## config.mk

```make
export PLATFORM = sky130hd
export DESIGN_NAME = aesctr_back
export DESIGN_NICKNAME = d
export VERILOG_FILES = /design/src/design/aesctr_pkg.sv /design/src/design/aesctr_back.sv
export SDC_FILE = /design/constraint.sdc
export NUM_CORES = 1
export LEC_CHECK = 0
export ABC_AREA = 1
export ABC_CLOCK_PERIOD_IN_PS = 1550
export BUFFER_PORTS_ARGS = -buffer_cell sky130_fd_sc_hd__buf_2
export CAP_MARGIN = 20
export CORE_ASPECT_RATIO = 1.25
export CORE_MARGIN = 2
export CORE_UTILIZATION = 45
export CTS_CLUSTER_DIAMETER = 150
export CTS_CLUSTER_SIZE = 40
export DETAILED_ROUTE_END_ITERATION = 7
export GPL_TIMING_DRIVEN = 0
export PLACE_DENSITY = 0.75
export SYNTH_ARGS = -nofsm -noshare
export SYNTH_HDL_FRONTEND = slang
export SYNTH_SLANG_ARGS = --single-unit
```

## constraint.sdc

```tcl
create_clock -name clk_i -period 1.55 [get_ports clk_i]
set_clock_uncertainty 0.2 [all_clocks]
set_input_delay 0.31 -clock clk_i [delete_from_list [all_inputs] [get_ports clk_i]]
set_output_delay 0.31 -clock clk_i [all_outputs]
set_load 0.01 [all_outputs]
```

## src/design/aesctr_pkg.sv

```systemverilog
// ----------------------------------------------------------------------------
// aesctr_pkg
// Shared types, constants and AES helper functions for the CTR keystream unit.
// ----------------------------------------------------------------------------
package aesctr_pkg;

  localparam int unsigned CfgIdxW  = 3;
  localparam int unsigned CfgDataW = 64;

  localparam logic [CfgIdxW-1:0] CFG_KEY_LEN = 3'd0;
  localparam logic [CfgIdxW-1:0] CFG_KEY0    = 3'd1;
  localparam logic [CfgIdxW-1:0] CFG_KEY1    = 3'd2;
  localparam logic [CfgIdxW-1:0] CFG_KEY2    = 3'd3;
  localparam logic [CfgIdxW-1:0] CFG_KEY3    = 3'd4;
  localparam logic [CfgIdxW-1:0] CFG_NONCE   = 3'd5;
  localparam logic [CfgIdxW-1:0] CFG_START   = 3'd6;

  localparam logic [1:0] KEY_128 = 2'd0;
  localparam logic [1:0] KEY_192 = 2'd1;

  localparam int unsigned QDepth = 4;
  localparam int unsigned QPtrW  = 2;

  // item passed from the front to the back
  typedef struct packed {
    logic [7:0]  data;
    logic [59:0] blk;
    logic [3:0]  off;
  } item_t;

  // block request from back to AES engine
  typedef struct packed {
    logic        valid;
    logic [59:0] blk;
  } blk_req_t;

  typedef enum logic [2:0] {
    ST_IDLE  = 3'b001,
    ST_KEXP  = 3'b010,
    ST_ROUND = 3'b100
  } eng_state_e;

  function automatic logic [7:0] sbox(input logic [7:0] a);
    logic [7:0] t [256];
    t = '{
    8'h63,8'h7c,8'h77,8'h7b,8'hf2,8'h6b,8'h6f,8'hc5,8'h30,8'h01,8'h67,8'h2b,8'hfe,8'hd7,8'hab,8'h76,
    8'hca,8'h82,8'hc9,8'h7d,8'hfa,8'h59,8'h47,8'hf0,8'had,8'hd4,8'ha2,8'haf,8'h9c,8'ha4,8'h72,8'hc0,
    8'hb7,8'hfd,8'h93,8'h26,8'h36,8'h3f,8'hf7,8'hcc,8'h34,8'ha5,8'he5,8'hf1,8'h71,8'hd8,8'h31,8'h15,
    8'h04,8'hc7,8'h23,8'hc3,8'h18,8'h96,8'h05,8'h9a,8'h07,8'h12,8'h80,8'he2,8'heb,8'h27,8'hb2,8'h75,
    8'h09,8'h83,8'h2c,8'h1a,8'h1b,8'h6e,8'h5a,8'ha0,8'h52,8'h3b,8'hd6,8'hb3,8'h29,8'he3,8'h2f,8'h84,
    8'h53,8'hd1,8'h00,8'hed,8'h20,8'hfc,8'hb1,8'h5b,8'h6a,8'hcb,8'hbe,8'h39,8'h4a,8'h4c,8'h58,8'hcf,
    8'hd0,8'hef,8'haa,8'hfb,8'h43,8'h4d,8'h33,8'h85,8'h45,8'hf9,8'h02,8'h7f,8'h50,8'h3c,8'h9f,8'ha8,
    8'h51,8'ha3,8'h40,8'h8f,8'h92,8'h9d,8'h38,8'hf5,8'hbc,8'hb6,8'hda,8'h21,8'h10,8'hff,8'hf3,8'hd2,
    8'hcd,8'h0c,8'h13,8'hec,8'h5f,8'h97,8'h44,8'h17,8'hc4,8'ha7,8'h7e,8'h3d,8'h64,8'h5d,8'h19,8'h73,
    8'h60,8'h81,8'h4f,8'hdc,8'h22,8'h2a,8'h90,8'h88,8'h46,8'hee,8'hb8,8'h14,8'hde,8'h5e,8'h0b,8'hdb,
    8'he0,8'h32,8'h3a,8'h0a,8'h49,8'h06,8'h24,8'h5c,8'hc2,8'hd3,8'hac,8'h62,8'h91,8'h95,8'he4,8'h79,
    8'he7,8'hc8,8'h37,8'h6d,8'h8d,8'hd5,8'h4e,8'ha9,8'h6c,8'h56,8'hf4,8'hea,8'h65,8'h7a,8'hae,8'h08,
    8'hba,8'h78,8'h25,8'h2e,8'h1c,8'ha6,8'hb4,8'hc6,8'he8,8'hdd,8'h74,8'h1f,8'h4b,8'hbd,8'h8b,8'h8a,
    8'h70,8'h3e,8'hb5,8'h66,8'h48,8'h03,8'hf6,8'h0e,8'h61,8'h35,8'h57,8'hb9,8'h86,8'hc1,8'h1d,8'h9e,
    8'he1,8'hf8,8'h98,8'h11,8'h69,8'hd9,8'h8e,8'h94,8'h9b,8'h1e,8'h87,8'he9,8'hce,8'h55,8'h28,8'hdf,
    8'h8c,8'ha1,8'h89,8'h0d,8'hbf,8'he6,8'h42,8'h68,8'h41,8'h99,8'h2d,8'h0f,8'hb0,8'h54,8'hbb,8'h16};
    return t[a];
  endfunction

  function automatic logic [7:0] xtime(input logic [7:0] a);
    return {a[6:0], 1'b0} ^ (a[7] ? 8'h1b : 8'h00);
  endfunction

  function automatic logic [31:0] sub_word(input logic [31:0] w);
    return {sbox(w[31:24]), sbox(w[23:16]), sbox(w[15:8]), sbox(w[7:0])};
  endfunction

  // SubBytes, ShiftRows and (unless last) MixColumns; byte 0 in bits 127:120
  function automatic logic [127:0] aes_round(input logic [127:0] s, input logic last);
    logic [7:0] b [16];
    logic [7:0] t [16];
    logic [7:0] a0, a1, a2, a3, al;
    logic [127:0] r;
    for (int i = 0; i < 16; i++) b[i] = sbox(s[127-8*i -: 8]);
    for (int c = 0; c < 4; c++)
      for (int i = 0; i < 4; i++) t[4*c+i] = b[4*((c+i)%4)+i];
    for (int c = 0; c < 4; c++) begin
      a0 = t[4*c]; a1 = t[4*c+1]; a2 = t[4*c+2]; a3 = t[4*c+3];
      al = a0 ^ a1 ^ a2 ^ a3;
      if (last) begin
        r[127-32*c -: 32] = {a0, a1, a2, a3};
      end else begin
        r[127-32*c -: 32] = {a0 ^ al ^ xtime(a0 ^ a1), a1 ^ al ^ xtime(a1 ^ a2),
                             a2 ^ al ^ xtime(a2 ^ a3), a3 ^ al ^ xtime(a3 ^ a0)};
      end
    end
    return r;
  endfunction

endpackage

```

## src/design/aesctr_back.sv

```systemverilog
// ----------------------------------------------------------------------------
// aesctr_back
// Checks the cached keystream block, requests a new one on a miss and XORs.
// ----------------------------------------------------------------------------
module aesctr_back (
  input  logic                  clk_i,
  input  logic                  rst_ni,
  input  logic                  key_dirty_i,
  input  aesctr_pkg::item_t     item_i,
  input  logic                  item_valid_i,
  output logic                  item_ready_o,
  output aesctr_pkg::blk_req_t  req_o,
  input  logic                  eng_busy_i,
  input  logic                  eng_done_i,
  input  logic [127:0]          eng_block_i,
  output logic [7:0]            out_byte_o,
  output logic                  valid_o,
  input  logic                  ready_i
);

  logic [127:0] ks_q;
  logic [59:0]  cblk_q;
  logic         have_q, out_v_q;
  logic [7:0]   out_q;
  logic         hit, slot_free;

  assign hit       = have_q && (cblk_q == item_i.blk);
  assign slot_free = !out_v_q || ready_i;
  assign item_ready_o = item_valid_i && hit && slot_free && !key_dirty_i;
  assign req_o.valid  = item_valid_i && !hit && !eng_busy_i && !key_dirty_i;
  assign req_o.blk    = item_i.blk;
  assign out_byte_o   = out_q;
  assign valid_o      = out_v_q;

  always_ff @(posedge clk_i or negedge rst_ni) begin
    if (!rst_ni) begin
      have_q  <= 1'b0;
      out_v_q <= 1'b0;
      cblk_q  <= '0;
    end else begin
      if (key_dirty_i) have_q <= 1'b0;
      else if (eng_done_i) begin
        have_q <= 1'b1;
        cblk_q <= item_i.blk;
      end
      if (item_ready_o) out_v_q <= 1'b1;
      else if (ready_i) out_v_q <= 1'b0;
    end
  end

  always_ff @(posedge clk_i) begin
    if (eng_done_i) ks_q <= eng_block_i;
    if (item_ready_o) out_q <= item_i.data ^ ks_q[127 - 8*item_i.off -: 8];
  end

endmodule
```

==> results.json <==
{
  "max_cap_viol_count": 0,
  "drtAntennaViolNets": 0,
  "drive_above_1_share_pct": 30.42,
  "fmax_mhz": 400.2,
  "place_congestion": 0.9359,
  "core_area_sq_mm": 0.02074,
  "groute.usage.overall_pct": 27.45,
  "firstDrtPassIters": 7,
  "rsz0062_at_grt": "true",
  "tightest_slew_ns": 0.8259,
  "layout_worst_path_cycle_share_pct": 161.2,
  "layout-area-overhead-vs-synth_pct": 49.41,
  "start_kind": "flip-flop",
  "antenna_violations_before_repair": 1,
  "drcViolationCount": 0,
  "cts_made_buffers": 17,
  "grt_overflow": 0,
  "nNetsFinal": 1729,
  "cts-root-buf": "sky130_fd_sc_hd__clkbuf_16",
  "library_cell_with_the_highest_instance_count_after_synthesis": "sky130_fd_sc_hd__nand2_1",
  "synthDistinctLibCells": 20,
  "die_h_um": 166.2,
  "worstPathMaxFanout": 3,
  "met2WireLength_mm": 16.55,
  "htree_levels": 4,
  "violated_checks": "negative setup slack",
  "synth_enable_flop_cells": 136,
  "die_width_um": 133.8,
  "number_of_global_route_vias_before_repair": 9179,
  "clkSlewWorstSetupHoldPaths_ns": 0.09,
  "detailedPlace.worstSlack_ns": -0.9135,
  "setup.worst_path.end_class": "primary output",
  "dr.first_iter.drc_count": 778,
  "post_synth_inst_count": 1025,
  "initial_utilization_pct": 45.68,
  "netlist_area_sq_mm": 0.009477,
  "power_per_cell_area_mw_per_mm2": 955.8,
  "syn_nets": 1232,
  "synth.yosys.warnings": 0,
  "ys_dominant_reg_cell": "sky130_fd_sc_hd__edfxtp_1",
  "synth_area_leaders": "sky130_fd_sc_hd__edfxtp_1 43%, sky130_fd_sc_hd__dfrtp_1 16%, sky130_fd_sc_hd__nand2_1 11%, sky130_fd_sc_hd__inv_1 7.1%, sky130_fd_sc_hd__o21ai_0 5.2%",
  "layout_min_cycle_time_ns": 2.499,
  "port_buffers": 273,
  "max-clock-path-buffers": 2,
  "post-route-util_pct": 68.26,
  "n_fill_cell": 1433,
  "synth_top_area_share_pct": 43.09,
  "r2r_setup_slack_ns": -0.61,
  "p_leak_uw": 0.006897,
  "cts_sinks": 198,
  "largest_net_degree_at_the_start_of_global_routing": 63,
  "drt-vias-per-instance": 5.055,
  "vdd_ir_drop_max_v": 0.0007522,
  "synth.top_cells.by_count": "278 x sky130_fd_sc_hd__nand2_1, 178 x sky130_fd_sc_hd__inv_1, 136 x sky130_fd_sc_hd__edfxtp_1, 99 x sky130_fd_sc_hd__o21ai_0, 62 x sky130_fd_sc_hd__dfrtp_1",
  "final-hold-violation-count": 0,
  "io_pins": 278,
  "async_flop_share_pct": 31.31,
  "clkLatencyLatePin_ns": 0.45,
  "seq_total_area_yosys_pct": 59.47,
  "routed-wl-met3_mm": 2.497,
  "timing.final.max_slew_violations": 0,
  "placementRows": 59,
  "post_drt_wl_per_cell_um": 17.54,
  "setup-violations-final": 16,
  "ys_seq_elements": 198,
  "sum_of_net_half_perimeters_after_detailed_placement_mm": 19.64,
  "result_of_the_run": "complete, but fails checks",
  "syn-mean-instance-area_sq_um": 9.245,
  "timing.hold.worst.class": "in2reg",
  "drt_wl_total_mm": 31.74,
  "data_required_time_of_the_critical_path_ns": 1.04,
  "met1_routed_length_mm": 10.89,
  "setup.worst_path.class": "reg2out",
  "clock_tree_from_tritoncts": "done",
  "slew-limit-headroom_pct": 44.94,
  "crit_path_dat_ns": 1.99,
  "final_critical_path_setup_slack_ns": -0.9486,
  "post-synth-top-area-cell": "sky130_fd_sc_hd__edfxtp_1",
  "route.vias.total": 9149,
  "fp.dieArea_sq_mm": 0.02224,
  "highest_layer": "met4",
  "grt_pass1_wl_mm": 46.92
}
## state kept, by name, summed over array words and instances (netlist names)
| register | count |
|---|---|
| ks_q | 128 |
| cblk_q | 60 |
| out_byte_o | 8 |
| have_q | 1 |
| valid_o | 1 |
## path summary, 6_finish.rpt
check / cells after the start / start / end
min: 1 / eng_done_i / ks_q[86]
max in group asynchronous: 2 / rst_ni / cblk_q[6]
max: 11 / cblk_q[5] / item_ready_o
max reg2reg: 12 / cblk_q[5] / out_byte_o[3]
min reg2reg: 2 / cblk_q[50] / cblk_q[50]
min in group asynchronous: 2 / rst_ni / cblk_q[56]
## cell type report
type | instances | area, sq um | share of cell area [%]
timing repair buffer | 478 | 3501 | 24.73
clock buffer | 17 | 425.4 | 3.005
multi-input combinational | 552 | 2706 | 19.11
inverter | 178 | 670.6 | 4.737
buffer | 97 | 659.4 | 4.657
antenna | 1 | 2.502 | 0.01767
clock inverter | 15 | 215.2 | 1.520
sequential | 198 | 5635 | 39.80
tap | 274 | 342.8 | 2.421
## placed cells by master, fill, tap and decap left out, types with 18 or more instances in the layout
cell type,count
sky130_fd_sc_hd__buf_2,288
sky130_fd_sc_hd__inv_1,173
sky130_fd_sc_hd__o21ai_0,87
sky130_fd_sc_hd__nand3_2,18
sky130_fd_sc_hd__dfrtp_1,62
sky130_fd_sc_hd__nand2_1,273
sky130_fd_sc_hd__o211ai_1,23
sky130_fd_sc_hd__edfxtp_1,136
sky130_fd_sc_hd__nand3_1,39
sky130_fd_sc_hd__nor2_1,30
sky130_fd_sc_hd__buf_4,70
sky130_fd_sc_hd__a21oi_1,29
sky130_fd_sc_hd__dlygate4sd3_1,193
## repair_timing
item	4_1_cts	5_1_grt
buffers inserted	2	7
pin swaps	9	34
hold buffers	193	0
hold endpoints to repair	254	0
endpoints found under the setup margin	77	60
resized for setup	23	56
cloned	2	0
## cell families (layout without fill, tap and decap cells)
group                     count (synthesis)  after routing  share of synthesized area (%)
AOI/OAI and AO/OA                       168            168                          10.27
other                                     0              1                              0
buffers and inverters                   275            785                          13.86
DFF                                     198            198                          59.47
xor gates and xnor gates                  3              3                         0.2773
muxes                                     3              3                         0.3565
and+or+nand+nor                         378            378                          15.76
## worst max-delay path, stage by stage (launching register included)
cell,delay (ns)
sky130_fd_sc_hd__dfrtp_1,0.39
sky130_fd_sc_hd__inv_1,0.06
sky130_fd_sc_hd__nand2_1,0.06
sky130_fd_sc_hd__nand2_1,0.05
sky130_fd_sc_hd__nor2_2,0.18
sky130_fd_sc_hd__nand2_1,0.08
sky130_fd_sc_hd__nor2_1,0.13
sky130_fd_sc_hd__nand2_2,0.11
sky130_fd_sc_hd__nor2_4,0.14
sky130_fd_sc_hd__nand3_4,0.11
sky130_fd_sc_hd__inv_4,0.11
sky130_fd_sc_hd__buf_6,0.11
## layer usage
| layer | GRT usage [%] | vias to the layer above |
|---|---|---|
| li1 | - | 4223 |
| met1 | 29.89 | 4277 |
| met2 | 50.08 | 538 |
| met3 | 5.372 | 111 |
| met4 | 14.06 | 0 |
| met5 | 0 | - |
## power by group
part / switching (uW) / leakage, uW / total (uW) / internal (uW)
sequential: 247 / 0.00209 / 6420 / 6170
combinational: 1240 / 0.00450 / 2370 / 1140
clock: 2370 / 0.000310 / 4740 / 2380
## per-stage QoR
step / hold slack [ns] / TNS [ns] / std cells / power [uW] / cell area (sq um)
5_1_grt: 0.01085 / -7.826 / 1810 / 14030 / 14160
3_3_place_gp: 0.2693 / -359.23 / 1572 / 8220 / 11190
3_5_place_dp: 0.2534 / -71.74 / 1573 / 8290 / 11230
4_1_cts: 0.003846 / -6.279 / 1802 / 13370 / 13960
6_report: 0.01228 / -7.187 / 1810 / 13530 / 14160
2_1_floorplan: -0.1856 / -0.8470 / 1025 / 7460 / 9480
Power figures use the tool's default switching activity.
